File: src/b64sc_pkg.sv
`timescale 1ns / 1ps
// ----------------------------------------------------------------------------
// b64sc_pkg: shared types and helpers for the base64 stream codec
// Payload structs, stream state, alphabet mapping in both directions.
// ----------------------------------------------------------------------------
package b64sc_pkg;

	// result group size and count width
	localparam int MaxRes  = 4;
	localparam int ResCntW = $clog2(MaxRes + 1);
	localparam int PtrW    = $clog2(MaxRes);

	// configuration port
	localparam int CfgIdxW = 1;
	localparam logic [CfgIdxW-1:0] RegDecodeMode = 1'b0;
	localparam logic [CfgIdxW-1:0] RegUrlSafe    = 1'b1;

	// special characters
	localparam logic [7:0] CharPad   = 8'h3D; // '='
	localparam logic [7:0] CharMinus = 8'h2D; // '-'
	localparam logic [7:0] CharUnder = 8'h5F; // '_'
	localparam logic [7:0] CharPlus  = 8'h2B; // '+'
	localparam logic [7:0] CharSlash = 8'h2F; // '/'

	typedef struct packed {
		logic [7:0] in_byte;
		logic       in_last;
	} item_t;

	typedef struct packed {
		logic [7:0] out_byte;
		logic       out_valid;
		logic       out_last;
	} res_t;

	typedef res_t [MaxRes-1:0] res_grp_t;

	typedef struct packed {
		logic decode_mode;
		logic url_safe;
	} cfg_t;

	typedef struct packed {
		logic [15:0] pending_bytes;
		logic [1:0]  pending_count;
		logic [11:0] bit_acc;
		logic [2:0]  acc_bits;
		logic        padding_seen;
	} state_t;

	// one processed item: its results and how many of them are real
	typedef struct packed {
		res_grp_t           res;
		logic [ResCntW-1:0] count;
	} step_out_t;

	// six-bit value to alphabet character
	function automatic logic [7:0] sextet_char(input logic [5:0] v, input logic url);
		logic [7:0] ch;
		if (v < 6'd26) begin
			ch = 8'h41 + {2'b00, v};
		end else if (v < 6'd52) begin
			ch = 8'd71 + {2'b00, v};
		end else if (v < 6'd62) begin
			ch = {2'b00, v} - 8'd4;
		end else if (v == 6'd62) begin
			ch = url ? CharMinus : CharPlus;
		end else begin
			ch = url ? CharUnder : CharSlash;
		end
		return ch;
	endfunction

	// alphabet character to six-bit value, bit 6 set for an unknown character
	function automatic logic [6:0] char_sextet(input logic [7:0] c, input logic url);
		logic [7:0] t;
		logic [6:0] v;
		t = 8'h00;
		if (c >= 8'h41 && c <= 8'h5A) begin
			t = c - 8'h41;
			v = t[6:0];
		end else if (c >= 8'h61 && c <= 8'h7A) begin
			t = c - 8'd71;
			v = t[6:0];
		end else if (c >= 8'h30 && c <= 8'h39) begin
			t = c + 8'd4;
			v = t[6:0];
		end else if (c == CharPlus || (url && c == CharMinus)) begin
			v = 7'd62;
		end else if (c == CharSlash || (url && c == CharUnder)) begin
			v = 7'd63;
		end else begin
			v = 7'd64;
		end
		return v;
	endfunction

endpackage

File: src/b64sc_step.sv
`timescale 1ns / 1ps
// ----------------------------------------------------------------------------
// b64sc_step: per-item codec logic
// From the current stream state and one item, forms up to four results and
// the next stream state, for both encode and decode.
// ----------------------------------------------------------------------------
module b64sc_step (
	input  b64sc_pkg::cfg_t      cfg,
	input  b64sc_pkg::state_t    st,
	input  b64sc_pkg::item_t     item,
	output b64sc_pkg::step_out_t so,
	output b64sc_pkg::state_t    st_nxt
);

	logic [7:0]  b0;
	logic [7:0]  b1;
	logic [7:0]  c;
	logic [15:0] pb;
	logic [1:0]  pc;
	logic [6:0]  v;
	logic [3:0]  bits;
	logic [3:0]  bits_rem;
	logic [11:0] acc12;
	logic [11:0] acc_sh;

	always_comb begin
		b0       = st.pending_bytes[15:8];
		b1       = st.pending_bytes[7:0];
		c        = item.in_byte;
		pb       = st.pending_bytes;
		pc       = st.pending_count;
		v        = b64sc_pkg::char_sextet(c, cfg.url_safe);
		bits     = {1'b0, st.acc_bits} + 4'd6;
		bits_rem = bits - 4'd8;
		acc12    = {st.bit_acc[5:0], v[5:0]};
		acc_sh   = acc12 >> bits_rem[2:0];
		so       = '0;
		st_nxt   = st;

		if (!cfg.decode_mode) begin
			// encode: full group of three goes out as four characters
			if (st.pending_count >= 2'd2) begin
				so.res[0] = '{b64sc_pkg::sextet_char(b0[7:2], cfg.url_safe), 1'b1, 1'b0};
				so.res[1] = '{b64sc_pkg::sextet_char({b0[1:0], b1[7:4]}, cfg.url_safe),
					1'b1, 1'b0};
				so.res[2] = '{b64sc_pkg::sextet_char({b1[3:0], c[7:6]}, cfg.url_safe),
					1'b1, 1'b0};
				so.res[3] = '{b64sc_pkg::sextet_char(c[5:0], cfg.url_safe), 1'b1,
					item.in_last};
				so.count  = 3'(b64sc_pkg::MaxRes);
				st_nxt.pending_count = 2'd0;
				st_nxt.pending_bytes = 16'h0000;
			end else begin
				// hold the byte
				if (st.pending_count == 2'd0) begin
					pb = {c, 8'h00};
					pc = 2'd1;
				end else begin
					pb = {b0, c};
					pc = 2'd2;
				end
				st_nxt.pending_bytes = pb;
				st_nxt.pending_count = pc;
				// message end flushes a partial group
				if (item.in_last) begin
					so.res[0] = '{b64sc_pkg::sextet_char(pb[15:10], cfg.url_safe), 1'b1, 1'b0};
					if (pc == 2'd1) begin
						so.res[1] = '{b64sc_pkg::sextet_char({pb[9:8], 4'b0000}, cfg.url_safe),
							1'b1, cfg.url_safe};
						if (!cfg.url_safe) begin
							so.res[2] = '{b64sc_pkg::CharPad, 1'b1, 1'b0};
							so.res[3] = '{b64sc_pkg::CharPad, 1'b1, 1'b1};
							so.count  = 3'd4;
						end else begin
							so.count = 3'd2;
						end
					end else begin
						so.res[1] = '{b64sc_pkg::sextet_char(pb[9:4], cfg.url_safe), 1'b1, 1'b0};
						so.res[2] = '{b64sc_pkg::sextet_char({pb[3:0], 2'b00}, cfg.url_safe),
							1'b1, cfg.url_safe};
						if (!cfg.url_safe) begin
							so.res[3] = '{b64sc_pkg::CharPad, 1'b1, 1'b1};
							so.count  = 3'd4;
						end else begin
							so.count = 3'd3;
						end
					end
					st_nxt = '0;
				end
			end
		end else begin
			// decode: take six bits per alphabet character until padding
			if (!st.padding_seen) begin
				if (c == b64sc_pkg::CharPad) begin
					st_nxt.padding_seen = 1'b1;
				end else if (!v[6]) begin
					st_nxt.bit_acc = acc12;
					if (bits >= 4'd8) begin
						so.res[0] = '{acc_sh[7:0], 1'b1, item.in_last};
						so.count  = 3'd1;
						st_nxt.acc_bits = bits_rem[2:0];
					end else begin
						st_nxt.acc_bits = bits[2:0];
					end
				end
			end
			// message end, with an empty marker if nothing went out
			if (item.in_last) begin
				if (so.count == 3'd0) begin
					so.res[0] = '{8'h00, 1'b0, 1'b1};
					so.count  = 3'd1;
				end
				st_nxt = '0;
			end
		end
	end

endmodule

File: src/b64sc_outbuf.sv
`timescale 1ns / 1ps
// ----------------------------------------------------------------------------
// b64sc_outbuf: result register group
// Holds the results of one item and hands them out one per transaction.
// ----------------------------------------------------------------------------
module b64sc_outbuf (
	input  logic                 clk,
	input  logic                 arst_n,
	input  logic                 load,
	input  b64sc_pkg::step_out_t so,
	output logic                 free,
	output b64sc_pkg::res_t      res,
	output logic                 res_valid,
	input  logic                 res_ready
);

	b64sc_pkg::res_grp_t                grp_q;
	logic [b64sc_pkg::ResCntW-1:0]      rem_q;
	logic [b64sc_pkg::PtrW-1:0]         ptr_q;

	// output side
	assign res_valid = (rem_q != '0);
	assign res       = grp_q[ptr_q];
	assign free      = (rem_q == '0) || (rem_q == 3'd1 && res_ready);

	// result payload
	always_ff @(posedge clk) begin
		if (load) begin
			grp_q <= so.res;
		end
	end

	// remaining count and read pointer
	always_ff @(posedge clk or negedge arst_n) begin
		if (!arst_n) begin
			rem_q <= '0;
			ptr_q <= '0;
		end else if (load) begin
			rem_q <= so.count;
			ptr_q <= '0;
		end else if (res_valid && res_ready) begin
			rem_q <= rem_q - 3'd1;
			ptr_q <= ptr_q + 2'd1;
		end
	end

endmodule

File: src/base64_stream_codec_core.sv
`timescale 1ns / 1ps
// ----------------------------------------------------------------------------
// base64_stream_codec_core: streaming base64 encoder / decoder
// Input channel item/item_valid/item_ready takes one byte per transaction,
// in_last marking the end of a message. Output channel res/res_valid/
// res_ready gives characters (encode) or bytes (decode), last result marked.
// cfg_we/cfg_index/cfg_data write decode_mode (0) and url_safe (1); a write
// clears the stream state. The user is to write only while the block is
// idle; the block itself does not enforce this. An accepted item waits in
// the input register until the result register group is free, then its
// results (zero to four) load that group, which presents the first of them.
// Results leave one per cycle while res_ready is high, and the next item
// loads with the last one. In encoding, the first two bytes of a group are
// only held (unless they end the message) and the third gives four results;
// in decoding each character gives at most one result. The input register
// takes a new item while the last result of the previous one is leaving.
// When the receiver stalls, results hold and the input side fills, then
// item_ready drops. Reset clears configuration, stream state and queues.
// ----------------------------------------------------------------------------
module base64_stream_codec_core (
	input  logic                                clk,
	input  logic                                arst_n,
	input  b64sc_pkg::item_t                    item,
	input  logic                                item_valid,
	output logic                                item_ready,
	output b64sc_pkg::res_t                     res,
	output logic                                res_valid,
	input  logic                                res_ready,
	input  logic                                cfg_we,
	input  logic [b64sc_pkg::CfgIdxW-1:0]       cfg_index,
	input  logic                                cfg_data
);

	b64sc_pkg::cfg_t      cfg_q;
	b64sc_pkg::state_t    st_q;
	b64sc_pkg::state_t    st_nxt;
	b64sc_pkg::item_t     item_s1;
	logic                 vld_s1;
	b64sc_pkg::step_out_t so;
	logic                 buf_free;
	logic                 advance;

	// input register moves on when the result group frees up
	assign advance    = vld_s1 && buf_free;
	assign item_ready = !vld_s1 || advance;

	// configuration registers
	always_ff @(posedge clk or negedge arst_n) begin
		if (!arst_n) begin
			cfg_q <= '0;
		end else if (cfg_we) begin
			case (cfg_index)
				b64sc_pkg::RegDecodeMode: cfg_q.decode_mode <= cfg_data;
				b64sc_pkg::RegUrlSafe:    cfg_q.url_safe    <= cfg_data;
				default:                  cfg_q             <= cfg_q;
			endcase
		end
	end

	// input register
	always_ff @(posedge clk or negedge arst_n) begin
		if (!arst_n) begin
			vld_s1 <= 1'b0;
		end else if (item_ready) begin
			vld_s1 <= item_valid;
		end
	end

	always_ff @(posedge clk) begin
		if (item_ready && item_valid) begin
			item_s1 <= item;
		end
	end

	// stream state
	always_ff @(posedge clk or negedge arst_n) begin
		if (!arst_n) begin
			st_q <= '0;
		end else if (cfg_we) begin
			st_q <= '0;
		end else if (advance) begin
			st_q <= st_nxt;
		end
	end

	b64sc_step u_step (
		.cfg    (cfg_q),
		.st     (st_q),
		.item   (item_s1),
		.so     (so),
		.st_nxt (st_nxt)
	);

	b64sc_outbuf u_outbuf (
		.clk       (clk),
		.arst_n    (arst_n),
		.load      (advance),
		.so        (so),
		.free      (buf_free),
		.res       (res),
		.res_valid (res_valid),
		.res_ready (res_ready)
	);

	// held item stays put while the result group is busy
	a_hold_s1: assert property (@(posedge clk) disable iff (!arst_n)
		(vld_s1 && !buf_free) |=> (vld_s1 && $stable(item_s1)))
		else $error("input register lost an item while results were busy");

	// never more than two bytes pending
	a_pend_cnt: assert property (@(posedge clk) disable iff (!arst_n)
		st_q.pending_count != 2'd3)
		else $error("pending byte count out of range");

	// decode bit count stays even
	a_acc_even: assert property (@(posedge clk) disable iff (!arst_n)
		!st_q.acc_bits[0])
		else $error("odd accumulated bit count");

	// message end leaves a clean stream state
	a_last_clear: assert property (@(posedge clk) disable iff (!arst_n)
		(advance && item_s1.in_last) |=> (st_q == '0))
		else $error("stream state not cleared at message end");

	// a loaded item with results shows them next cycle
	a_load_show: assert property (@(posedge clk) disable iff (!arst_n)
		(advance && so.count != '0) |=> res_valid)
		else $error("loaded results not presented");

endmodule
File: config.mk
export PLATFORM = sky130hd
export DESIGN_NAME = base64_stream_codec_core
export DESIGN_NICKNAME = d
export VERILOG_FILES = /design/src/b64sc_pkg.sv /design/src/b64sc_step.sv /design/src/b64sc_outbuf.sv /design/src/base64_stream_codec_core.sv
export SDC_FILE = /design/constraint.sdc
export NUM_CORES = 1
export LEC_CHECK = 0
export ABC_AREA = 1
export BUFFER_PORTS_ARGS = -buffer_cell sky130_fd_sc_hd__clkbuf_2
export CORE_ASPECT_RATIO = 0.6
export CORE_MARGIN = 4
export CORE_UTILIZATION = 50
export DETAILED_ROUTE_END_ITERATION = 10
export PLACE_DENSITY = 0.64
export SYNTH_ARGS = -nofsm -noshare
export SYNTH_HDL_FRONTEND = slang
export SYNTH_SLANG_ARGS = --single-unit
File: constraint.sdc
create_clock -name clk -period 5.02 [get_ports clk]
set_input_delay 0 -clock clk [delete_from_list [all_inputs] [get_ports clk]]
set_output_delay 0 -clock clk [all_outputs]
set_load 0.02 [all_outputs]
======== Yosys cells after proc, flatten, opt, wreduce, memory -nomap -nowiden ========
Cells that the tools add are included.
storage, ports and cells
  bits in registers ....................... 85
  bits in latches ......................... 0
  bits in writable memories ............... 0
  memory bits (read-only) ................. 0
  input port bits ......................... 16
  output and inout bits ................... 12
  word-level logic and storage cells ...... 215
  memories kept ........................... 0
operators by class
  $add $sub $neg .......................... 31
  multiply operators ...................... 0
  div/mod/pow operators ................... 0
  $lt $le $gt $ge ......................... 33
  eq/ne operators ......................... 18
  shift operators ......................... 1
  mux-type cells .......................... 77
  bitwise gates (word level) .............. 3
  reduce and logical (&&, ||, !) cells .... 28
operator list
  cell                 count
  $mux 8               31
  $mux 34              5
  $add 7x6->8 const A  16
  $mux 13              8
  $lt 6x6->1 const B   16
  $mux 43              2
  $mux 16              5
  $sub 6x3->7 const B  8
  $lt 6x5->1 const B   8
  $mux 7               6
  $eq 6x6->1 const B   6
  $mux 18              2
  $eq 8x6->1 const B   4
  $mux 15              2
  $mux 30              1
  $mux 3               7
  $bmux 10 s2          1
  $ge 8x7->1 const B   2
  $le 8x7->1 const B   2
  $sub 7x7->7 const B  2
  $shr 12x3->8         1
  $mux 10              1
  $mux 2               5
  $logic_and 1x1->1    9
  27 further kinds     41

======== Logic depth before layout (Yosys ltp) ========
Gate-level depths: netlist of the first run.
  depth after elaboration ................. 19
  mapped depth ............................ 18
  gate-level depth less buffers ........... 16

======== Modules after synthesis ========
A second synthesis of the first run with hierarchy kept.
second synthesis, totals
  cell total of the unflattened synthesis .. 1307
  area, all modules ....................... 8819.7 um^2
modules (own cells, without submodules)
  module                    times used  cells an instance  area each (um^2)  seq. area each (um^2)
  b64sc_step                1           923                4757.1            0.0
  base64_stream_codec_core  1           246                2249.7            1196.1
  b64sc_outbuf              1           138                1813.0            1326.3

======== Least setup slack after synthesis of the first run ========
Ideal clock, no wire load.
  kind .................................... register to register
  from .................................... register u_outbuf.rem_q[0] (netlist name)
  to ...................................... register st_q[8] (netlist name)
  library setup time ...................... 118 ps
  data arrival time ....................... 3534 ps
  required time ........................... 4902 ps
  slack ................................... 1368 ps
  cell stages (with the launch flop) ...... 13
  buffers on the path ..................... 1
  period minus slack after synthesis ...... 3652 ps
  cells stage by stage .................... dfrtp_1 > inv_1 > ha_1 > nand2_1 > nand2_1 > inv_1 > nor2_1 > nor2_1 > nor2_1 > nand2_4 > buf_8 > nand2_2 > o21ai_2
on the way
  cells in the longest elaborated chain, start to end .. 6
  elaborated cells on any way between the ends .. 7
  those cells by class .................... 1 x eq/ne; 6 x reduce/logical
ends and longest elaborated chain
  what                             RTL line                        RTL
  from (decl)                      b64sc_outbuf.sv:18              logic [b64sc_pkg::ResCntW-1:0] rem_q;
  from (signal assigned)           b64sc_outbuf.sv:39              rem_q <= so.count;
  from (signal assigned)           b64sc_outbuf.sv:42              rem_q <= rem_q - 3'd1;
  $eq 3x1->1                       b64sc_outbuf.sv:24              assign free = (rem_q == '0) || (rem_q == 3'd1 && res_ready);
  $logic_and 1x1->1                b64sc_outbuf.sv:24
  $logic_or 1x1->1 (*)             b64sc_outbuf.sv:24
  $logic_and 1x1->1 (*)            base64_stream_codec_core.sv:44  assign advance = vld_s1 && buf_free;
  named net advance                base64_stream_codec_core.sv:41  logic advance;
  $reduce_bool 2->1 (no line) (*)  n/a
  $reduce_and 6->1 (no line) (*)   n/a
  to (signal assigned)             base64_stream_codec_core.sv:82  st_q <= st_nxt;
  to (decl)                        base64_stream_codec_core.sv:35  b64sc_pkg::state_t st_q;
The timed path passes the listed nets; every way through them passes the cells marked *.
A chain may end at the register's enable or synchronous reset.

==> results of run 1 <==
-- flip-flops by register name (all words and copies together), names as in the netlist --
register        cells
cfg_q               2
item_s1             9
st_q               27
u_outbuf.grp_q     40
u_outbuf.ptr_q      2
u_outbuf.rem_q      3
vld_s1              1
-- Yosys cell counts (all sizes together) --
cell type  number  area share
a21oi          43       0.029
a22oi           1      0.0010
a311oi          1      0.0012
a31oi           9      0.0077
buf            14       0.014
clkbuf         17      0.0087
clkinv          4      0.0020
dfrtp          35        0.12
edfxtp         49        0.20
ha             46       0.078
inv           129       0.066
mux2i           1      0.0014
nand2         232        0.13
nand3          99       0.073
nand3b          1      0.0010
nand4          20       0.017
nor2          103       0.057
nor3           24       0.017
nor4            2      0.0017
o211ai         11       0.011
o21a            2      0.0020
o21ai         113       0.088
o221ai          5      0.0060
o22ai          30       0.026
o311ai          2      0.0024
o31ai           2      0.0020
o32ai           1      0.0012
o41ai           2      0.0024
or2             2      0.0017
xnor2           4      0.0048
xor2           22       0.026
-- worst min-delay path, stage by stage --
cell      delay [ns]
clkbuf_2        0.18
nor2_1          0.10
nand4_1         0.09
o21ai_0         0.07
-- logic make-up after synthesis --
kind of cell | share of synthesized area
XOR/XNOR | 0.0311
AO/OA/AOI/OAI | 0.180
multiplexers | 0.00137
buffers and inverters | 0.0909
AND/OR/NAND/NOR | 0.298
adder cells (fa/ha/maj) | 0.0785
flip-flops | 0.320
-- cell type report --
class / instances / area [um2] / area share
inverter: 133 / 499 / 0.0622
clock buffer: 10 / 229 / 0.0285
multi-input combinational: 778 / 4330 / 0.539
clock inverter: 6 / 48.8 / 0.00608
tap: 192 / 240 / 0.0299
timing repair buffer: 48 / 333 / 0.0415
sequential: 84 / 2350 / 0.292
-- power by group --
| part | switching, W | internal, W | leakage [nW] |
|---|---|---|---|
| Combinational | 0.00163 | 0.000672 | 2.41 |
| Clock | 0.000317 | 0.000341 | 0.126 |
| Sequential | 0.000222 | 0.000982 | 0.932 |
-- metrics by stage --
stage | util | total power, W | cell area (um2)
after floorplan | - | 0.00280 | 7330
after global placement | 0.542 | 0.00346 | 7590
after detailed placement | 0.542 | 0.00343 | 7590
after CTS | 0.573 | 0.00410 | 8030
after global routing | 0.573 | 0.00445 | 8030
final | 0.573 | 0.00417 | 8030
-- layout by cell type (no fill, tap or decap), types with 11 or more instances in the layout --
| cell type | instances |
|---|---|
| xor2_1 | 22 |
| ha_1 | 46 |
| inv_2 | 15 |
| o22ai_1 | 30 |
| dfrtp_1 | 35 |
| nand4_1 | 20 |
| clkbuf_2 | 27 |
| nand2_2 | 17 |
| nor2_1 | 93 |
| edfxtp_1 | 49 |
| o211ai_1 | 11 |
| nand3_1 | 92 |
| dlygate4sd3_1 | 16 |
| nor3_1 | 23 |
| o21ai_2 | 15 |
| inv_1 | 114 |
| nand2_1 | 211 |
| o21ai_0 | 89 |
| a21oi_1 | 43 |
-- repair_timing --
| action | CTS | global route |
|---|---|---|
| hold endpoints to repair | 48 | 0 |
| hold buffers | 16 | 0 |
| endpoints found under the setup margin | 0 | 0 |
| buffers inserted | 0 | 0 |
-- metal layers --
| metal | GRT usage | part of all wire | wire, um |
|---|---|---|---|
| met1 | 0.483 | 0.48 | 12000 |
| met2 | 0.388 | 0.36 | 9010 |
| met3 | 0.110 | 0.14 | 3560 |
| met4 | 0.0483 | 0.0085 | 212 |
| met5 | 0 | 0.00052 | 13 |
-- worst paths after layout --
kind	slack [ns]	endpoint	cells after the start	from
worst min register to register	0.49	st_q[9]	2	st_q[9]
min in group asynchronous	0.37	st_q[20]	2	arst_n
max in group asynchronous	3.97	st_q[8]	2	arst_n
worst min-delay path	0.15	st_q[0]	4	cfg_we
worst max register to register	1.66	u_outbuf.grp_q[6]	11	st_q[17]
worst max-delay path	1.66	u_outbuf.grp_q[6]	11	st_q[17]
==> flow_metrics.py, run 1 <==
metrics = {
    "setup_path": {
        "worst-endpoint-arrival_ns": 3.45,
        "critPathTopFamily": "simple AND/OR/NAND/NOR gates",
        "critPathKind": "reg2reg",
        "start_kind": "flop",
        "cpMostUsedCell": "nand2_1",
        "end_kind": "flop",
        "slowest_delay_ns": 0.81,
        "crit_slowest_cell": "nor2_4",
        "cp_data_required_time_ns": 5.11,
        "worstPathMaxFanout": 33,
        "crit_chain": "nor2_4 > nand2_1 > o21ai_2 > inv_2 > ha_1 > a21oi_1 > xor2_1 > o21ai_0 > nand2_1 > a21oi_1 > nand2_1",
        "critPathBufInv": 1,
    },
    "routing": {
        "vias": 7386,
        "drt_first_iter_violations": 944,
        "wire_per_inst_um": 19.8,
        "drt_first_pass_iters": 5,
        "antenna_left": 0,
        "via_per_inst": 5.90,
        "drt_wl_total_mm": 24.8,
        "drc": 0,
    },
    "synth": {
        "synth_area_um2": 7330,
        "synth_cell_type_count": 46,
        "synthCells": 1026,
        "synth_warnings": 0,
        "synth.avg_cell_area_um2": 7.15,
        "ys_ff_latch": 84,
        "synthesis.nets": 1088,
        "ys_seq_area_frac": 0.320,
    },
    "placed_design": {
        "dp_hpwl_mm": 18.7,
        "place_congestion": 0.985,
        "dpl_worst_slack_ns": 1.75,
        "place_inst": 1219,
        "io_buffers": 27,
    },
    "floorplan": {
        "dieArea_um2": 16700,
        "ioPinCount": 28,
        "start_util": 0.524,
        "fp.coreArea_um2": 14000,
        "die_w_um": 164,
        "row_count": 33,
        "fp.dieH_um": 102,
    },
    "timing": {
        "skew_ns": 0.0141,
        "relSlewSlack": 0.289,
        "drv_slew": 0,
        "period_share": 0.669,
        "holdWs_ns": 0.146,
        "tightest_slew_ns": 1.07,
        "fin_crit_ns": 3.36,
        "worst_slack_ns": 1.66,
        "finalSetupViolCount": 0,
        "hold_violations": 0,
        "tns_ns": 0,
        "rsz0062_at_grt": "false",
        "timing.fmax_mhz": 298,
    },
    "cells_and_area": {
        "drive_gt1_frac": 0.112,
        "num-nets-final": 1116,
        "syn2layout_area_growth_pct": 9.45,
        "n_fill_cell": 1324,
        "n_antenna_cell": 0,
        "final_cells": 1251,
    },
    "flow_run": {
        "drv_cap": 0,
    },
    "clock_tree": {
        "cts.sinks": 84,
        "cts_tree": "built",
        "cts_root_buffer": "clkbuf_16",
        "numCtsBuffers": 9,
        "htree_levels": 3,
        "cts_resized": 0,
        "cts.clk_slew.worst_paths_ns": 0.06,
        "clk_latency_ns": 0.35,
        "clockBufferDepth": 2,
    },
    "grt": {
        "grt_usage": 0.303,
        "antenna_found_initial": 1,
        "overflow": 0,
        "grt_max_degree": 45,
        "grt_pass1_wl_mm": 38.5,
        "grt_pass1_vias": 6705,
    },
    "run_status": {
        "status": "completed",
    },
    "power_and_ir_drop": {
        "power_density_nw_per_um2": 519,
        "p_leak_nw": 3.47,
        "ir_drop_v": 0.000277,
    },
    "worst_hold_path": {
        "hp-class": "in2reg",
    },
}
Note: power is estimated with default switching activity, not from simulation.
==> run 2, diff against run 1 <==
--- a/config.mk
+++ b/config.mk
@@ -5,7 +5,7 @@
 export SDC_FILE = /design/constraint.sdc
 export NUM_CORES = 1
 export LEC_CHECK = 0
-export ABC_AREA = 1
+export ABC_AREA = 0
 export BUFFER_PORTS_ARGS = -buffer_cell sky130_fd_sc_hd__clkbuf_2
 export CORE_ASPECT_RATIO = 0.6
 export CORE_MARGIN = 4
==> constraint.sdc (replaced) <==
create_clock -name clk -period 3.1 [get_ports clk]
set_input_delay 0 -clock clk [delete_from_list [all_inputs] [get_ports clk]]
set_output_delay 0 -clock clk [all_outputs]
set_load 0.02 [all_outputs]
==> run 2 against run 1 <==
Sequential share of layout area shrank 0.90 points. Clock skew decreased by 0.0082 ns. Clock-buffer cell count down 1. Critical path depth down 1. Sequential cell count unchanged. Via count decreased by 6.4%. Register-to-register slack got worse by 1.6 ns. Power up 33%. Hold slack improved by 0.22 ns. Combinational power increased by 18%. First-iteration DRC count down 6.6%. Critical path type unchanged. Critical endpoint is now u_outbuf.grp_q[5]. Largest power group unchanged. Highest routed layer unchanged.
==> flow_metrics.py, run 2 <==
metrics = {
    "grt": {
        "grt_use_met1": 0.467,
        "met2_usage": 0.399,
        "met3_usage": 0.111,
        "grt_usage": 0.301,
        "grt_pass1_vias": 6432,
        "top_usage_layer": "met1",
        "grt_max_degree": 43,
        "antenna_found_initial": 2,
        "grt_pass1_wl_mm": 38.0,
        "overflow": 0,
    },
    "synth": {
        "synthCells": 819,
        "synth_area_um2": 7200,
        "synth_top_area_frac": 0.204,
        "synth_edf_count": 49,
        "synth.most_common_cell": "nand2_1",
        "ys_ff_latch": 84,
        "synthesis.nets": 881,
        "yosysTopAreaCell": "edfxtp_1",
        "ys.flop_type": "edfxtp_1",
        "synth.avg_cell_area_um2": 8.79,
        "synth_area_leaders": "edfxtp_1, dfrtp_1, ha_1, a21oi_1, nand2_1",
        "ys_seq_area_frac": 0.326,
        "ys_async_sr_fraction": 0.417,
        "ys_top_cells_by_count": "nand2_1, nor2_1, a21oi_1, inv_1, edfxtp_1",
        "synth_cell_type_count": 85,
        "synth_warnings": 0,
    },
    "clock_tree": {
        "clockBufferDepth": 2,
        "cts.clk_slew.worst_paths_ns": 0.07,
        "htree_levels": 3,
        "cts_tree": "built",
        "numCtsBuffers": 9,
        "cts_root_buffer": "clkbuf_16",
        "cts.sinks": 84,
        "clk_latency_ns": 0.34,
    },
    "timing": {
        "tightest_slew_ns": 1.09,
        "drv_slew": 0,
        "finalSetupViolCount": 0,
        "period_share": 0.965,
        "fin_crit_ns": 2.99,
        "skew_ns": 0.00592,
        "hold_violations": 0,
        "timing.fmax_mhz": 334,
        "worst_slack_ns": 0.110,
        "relSlewSlack": 0.272,
    },
    "power_and_ir_drop": {
        "power_density_nw_per_um2": 669,
        "swShare": 0.437,
        "pwr-share-comb": 0.492,
        "p_seq_frac": 0.319,
        "total_power_w": 0.00554,
        "clkPwrFrac": 0.190,
        "p_leak_nw": 3.38,
        "p_int_w": 0.00312,
        "ir_drop_v": 0.000430,
        "p_switching_w": 0.00242,
    },
    "setup_path": {
        "crit_chain": "inv_1 > ha_1 > a21o_1 > a21o_1 > a211o_4 > a311o_2 > nand3b_1 > buf_4 > a2111oi_2 > a211o_1",
        "start_kind": "flop",
        "crit_slowest_cell": "edfxtp_1",
        "cpMostUsedCell": "a21o_1",
        "worstPathMaxFanout": 5,
        "cp_data_required_time_ns": 3.19,
        "slowest_delay_ns": 0.43,
        "critPathKind": "reg2reg",
        "worst-endpoint-arrival_ns": 3.08,
        "end_kind": "flop",
    },
    "floorplan": {
        "fp.dieH_um": 101,
        "dieArea_um2": 16400,
        "die_w_um": 163,
        "row_count": 33,
        "ioPinCount": 28,
        "fp.coreArea_um2": 13900,
        "start_util": 0.519,
    },
    "cells_and_area": {
        "final_cell_mix": "nand2_1, nor2_1, a21oi_1, buf_4, inv_1",
        "largest_register": "u_outbuf.grp_q",
        "num-nets-final": 946,
        "drive_gt1_frac": 0.163,
        "layout_commonest_cell": "nand2_1",
        "n_antenna_cell": 0,
        "largest_reg_flops": 40,
        "syn2layout_area_growth_pct": 15.0,
        "top_regs": "u_outbuf.grp_q: 40 flops, st_q: 27 flops, item_s1: 9 flops",
    },
    "routing": {
        "drt_wl_total_mm": 24.4,
        "vias": 6916,
        "via_per_inst": 6.40,
        "antenna_left": 0,
        "drt_first_pass_iters": 6,
        "drt_first_iter_violations": 882,
        "wire_per_inst_um": 22.5,
        "drc": 0,
    },
    "flow_run": {
        "drv_cap": 0,
    },
    "placed_design": {
        "io_buffers": 27,
        "place_congestion": 1.02,
        "dp_hpwl_mm": 18.6,
        "dpl_worst_slack_ns": 0.0727,
    },
    "run_status": {
        "status": "completed",
    },
    "worst_hold_path": {
        "hp-class": "in2async",
    },
}
[run 2: changes by cell type after synthesis, sizes merged, moves of 16 or more]
| cell | delta |
|---|---|
| a21oi | +22 |
| clkbuf | +20 |
| inv | -74 |
| nand2 | -164 |
| nand3 | -72 |
| nor2 | -38 |
| o21ai | -61 |
| o22ai | -16 |
| xnor2 | +16 |
[run 2: worst paths after layout]
| check | start | end | slack [ns] | cells after the start |
|---|---|---|---|---|
| setup reg to reg | item_s1[3] | u_outbuf.grp_q[5] | 0.11 | 10 |
| min in group clk | item[4] | item_s1[4] | 0.36 | 2 |
| hold / removal | arst_n | st_q[21] | 0.36 | 2 |
| setup / recovery | item_s1[3] | u_outbuf.grp_q[5] | 0.11 | 10 |
| max in group asynchronous | arst_n | cfg_q[1] | 2.09 | 2 |
| hold reg to reg | st_q[3] | st_q[3] | 0.49 | 1 |
[run 2: metal layers]
metal / share of wire / wire, um
met1: 0.46 / 11300
met3: 0.14 / 3360
met2: 0.38 / 9360
met5: 0.00053 / 13
met4: 0.013 / 308
[run 2: what timing repair did]
action,4_1_cts,5_1_grt
hold buffers,16,0
endpoints found under the hold margin,49,0
endpoints found under the setup margin,0,15
setup buffers,0,5
gates resized for setup,0,4
[run 2: kinds of logic (layout without fill, tap and decap cells)]
group | count (synthesis) | after routing | share of synthesized area
AO/OA/AOI/OAI | 266 | 266 | 0.260
XOR/XNOR | 27 | 27 | 0.0328
adder cells (fa/ha/maj) | 46 | 46 | 0.0799
buffers and inverters | 107 | 177 | 0.0612
flip-flops | 84 | 84 | 0.326
multiplexers | 30 | 30 | 0.0627
AND/OR/NAND/NOR | 259 | 259 | 0.177
[run 2: final cells by class]
type | count | area [um2]
Fill cell | 1229 | 5590
Multi-Input combinational cell | 628 | 4440
Sequential cell | 84 | 2350
Timing Repair Buffer | 106 | 768
Tap cell | 192 | 240
Clock buffer | 9 | 225
Inverter | 55 | 206
Clock inverter | 7 | 57.6
[run 2: metrics by stage]
step | TNS [ns] | hold WS (ns) | std cells | instance area, um2 | utilization
2_1_floorplan | 0 | -0.296 | 819 | 7200 | -
3_3_place_gp | 0 | 0.182 | 1044 | 7780 | 0.561
3_5_place_dp | 0 | 0.180 | 1044 | 7780 | 0.561
4_1_cts | 0 | 0.362 | 1076 | 8220 | 0.593
5_1_grt | -0.0105 | 0.368 | 1081 | 8280 | 0.597
6_report | 0 | 0.363 | 1081 | 8280 | 0.597
[run 2: power groups by stage]
| stage | clock [W] | combinational (W) | sequential [W] |
|---|---|---|---|
| floorplan | 0 | 0.00185 | 0.00164 |
| CTS | 0.00106 | 0.00264 | 0.00177 |
| global placement | 0 | 0.00259 | 0.00178 |
| global route | 0.00112 | 0.00293 | 0.00180 |
| detailed placement | 0 | 0.00261 | 0.00179 |
| finish | 0.00105 | 0.00272 | 0.00176 |
[run 2: worst max-delay path, delay by kind of cell, from the launching register on]
| family | cells | cell delay [ns] |
|---|---|---|
| buffers and inverters | 2 | 0.27 |
| AO/OA/AOI/OAI | 6 | 1.58 |
| flip-flops | 1 | 0.43 |
| adder cells (fa/ha/maj) | 1 | 0.28 |
| AND/OR/NAND/NOR | 1 | 0.19 |
==> run 3, diff against run 2 <==
--- a/config.mk
+++ b/config.mk
@@ -7,7 +7,7 @@
 export LEC_CHECK = 0
 export ABC_AREA = 0
 export BUFFER_PORTS_ARGS = -buffer_cell sky130_fd_sc_hd__clkbuf_2
-export CORE_ASPECT_RATIO = 0.6
+export CORE_ASPECT_RATIO = 0.5
 export CORE_MARGIN = 4
 export CORE_UTILIZATION = 50
 export DETAILED_ROUTE_END_ITERATION = 10
==> run 3 against run 2 <==
Hold slack got worse by 0.35 ns. Power is 0.84% lower. Core utilization barely moved. Cell count is 0.37% lower. Critical path type unchanged. Largest cell class unchanged. Largest power group unchanged. Highest routed layer is now met4.
==> flow_metrics.py, run 3 (synthesized netlist as in run 2, its figures left out) <==
metrics = {
    "run_status": {
        "status": "completed",
    },
    "clock_tree": {
        "cts.sinks": 84,
        "cts_root_buffer": "clkbuf_16",
        "clockBufferDepth": 2,
        "cts.clk_slew.worst_paths_ns": 0.07,
        "clk_latency_ns": 0.35,
        "htree_levels": 3,
        "cts_tree": "built",
        "numCtsBuffers": 9,
    },
    "timing": {
        "fin_crit_ns": 2.98,
        "relSlewSlack": 0.310,
        "finalSetupViolCount": 0,
        "timing.fmax_mhz": 336,
        "hold_violations": 0,
        "rsz0062_at_grt": "true",
        "skew_ns": 0.0139,
        "period_share": 0.961,
        "tightest_slew_ns": 1.03,
        "drv_slew": 0,
        "tns_ns": 0,
    },
    "setup_path": {
        "cp_data_required_time_ns": 3.18,
        "worstPathMaxFanout": 6,
        "critPathBufInv": 4,
        "critPathTopFamily": "compound AO/OA/AOI/OAI gates",
        "crit_slowest_cell": "edfxtp_1",
        "cpMostUsedCell": "buf_4",
        "r2r_slack_ns": 0.12,
        "start_kind": "flop",
        "end_kind": "flop",
        "worst-endpoint-arrival_ns": 3.06,
        "crit_chain": "inv_1 > buf_4 > ha_1 > a2111oi_4 > buf_4 > a2111oi_4 > buf_4 > a311o_2 > nand3b_1 > a2111oi_0 > or3_1",
        "critPathKind": "reg2reg",
        "slowest_delay_ns": 0.40,
    },
    "routing": {
        "drc": 0,
        "drt_wl_total_mm": 22.7,
        "vias": 6781,
        "drt_first_pass_iters": 5,
        "drt_first_iter_violations": 615,
        "wire_per_inst_um": 21.1,
        "antenna_left": 0,
        "via_per_inst": 6.30,
    },
    "worst_hold_path": {
        "hp-class": "in2reg",
    },
    "cells_and_area": {
        "drive_gt1_frac": 0.159,
        "syn2layout_area_growth_pct": 14.5,
        "largest_reg_flops": 40,
        "final_cell_mix": "nand2_1, nor2_1, a21oi_1, buf_4, inv_1",
        "largest_register": "u_outbuf.grp_q",
        "n_fill_cell": 1283,
        "n_antenna_cell": 0,
        "num-nets-final": 942,
        "regArea_um2": 2350,
        "layout_commonest_cell": "nand2_1",
        "top_regs": "u_outbuf.grp_q: 40 flops, st_q: 27 flops, item_s1: 9 flops",
        "multiInputGateArea_um2": 4420,
    },
    "floorplan": {
        "start_util": 0.521,
        "row_count": 30,
        "die_w_um": 178,
        "dieArea_um2": 16500,
        "fp.coreArea_um2": 13800,
        "fp.dieH_um": 92.9,
        "ioPinCount": 28,
    },
    "power_and_ir_drop": {
        "power_density_nw_per_um2": 666,
        "p_leak_nw": 3.36,
        "ir_drop_v": 0.000347,
        "total_power_w": 0.00549,
    },
    "placed_design": {
        "place_congestion": 0.929,
        "dp_hpwl_mm": 16.9,
        "io_buffers": 27,
    },
    "grt": {
        "antenna_found_initial": 0,
        "grt_pass1_vias": 6182,
        "grt_pass1_wl_mm": 34.9,
        "overflow": 0,
        "grt_max_degree": 43,
        "grt_usage": 0.274,
    },
    "flow_run": {
        "drv_cap": 0,
    },
}
## run 3: path summary, 6_finish.rpt
check	startpoint	endpoint	depth (start not counted)
worst max-delay path	item_s1[4]	u_outbuf.grp_q[7]	11
worst min-delay path	cfg_index	cfg_q[0]	3
worst max register to register	item_s1[4]	u_outbuf.grp_q[7]	11
worst min register to register	st_q[9]	st_q[9]	1
max in group asynchronous	arst_n	st_q[18]	2
min in group asynchronous	arst_n	cfg_q[1]	2
## run 3: per-layer routing
layer	global-route usage	vias up	wire, um
met5	0	-	0
met4	0.0662	0	378
met3	0.0546	36	2060
met2	0.397	304	9530
met1	0.417	3254	10700
li1	-	3187	-
## run 3: timing repair
item,CTS,global route
setup buffers,0,4
endpoints found under the hold margin,49,0
gates resized for setup,0,2
endpoints found under the setup margin,0,5
hold buffers,15,0
## run 3: power breakdown
part	internal, W	leakage, nW	switching (W)
clock	0.000554	0.131	0.000511
sequential	0.00152	0.932	0.000261
combinational	0.00105	2.30	0.00160
total	0.00312	3.36	0.00237
## run 3: metrics by stage
step	cells	setup slack [ns]	hold WS, ns	util	cell area, um2
5_1_grt	1077	-0.0156	0.0251	0.597	8240
4_1_cts	1073	0.0807	0.0211	0.594	8200
3_5_place_dp	1042	0.0902	0.179	0.563	7770
6_report	1077	0.120	0.0127	0.597	8240
2_1_floorplan	819	0.0196	-0.296	-	7200
3_3_place_gp	1042	0.184	0.177	0.563	7770
## run 3: cell type report
type | count | area share
clock buffers | 10 | 0.0278
clock inverters | 6 | 0.00592
inverters | 55 | 0.0250
multi-input cells | 628 | 0.537
flip-flops and latches | 84 | 0.285
well taps | 192 | 0.0291
repair buffers | 102 | 0.0908
## run 3: worst min-delay path: cells and delay by family
kind          cells  cell delay, ns
mux               1            0.16
buf+inv           1            0.09
simple gates      1            0.08
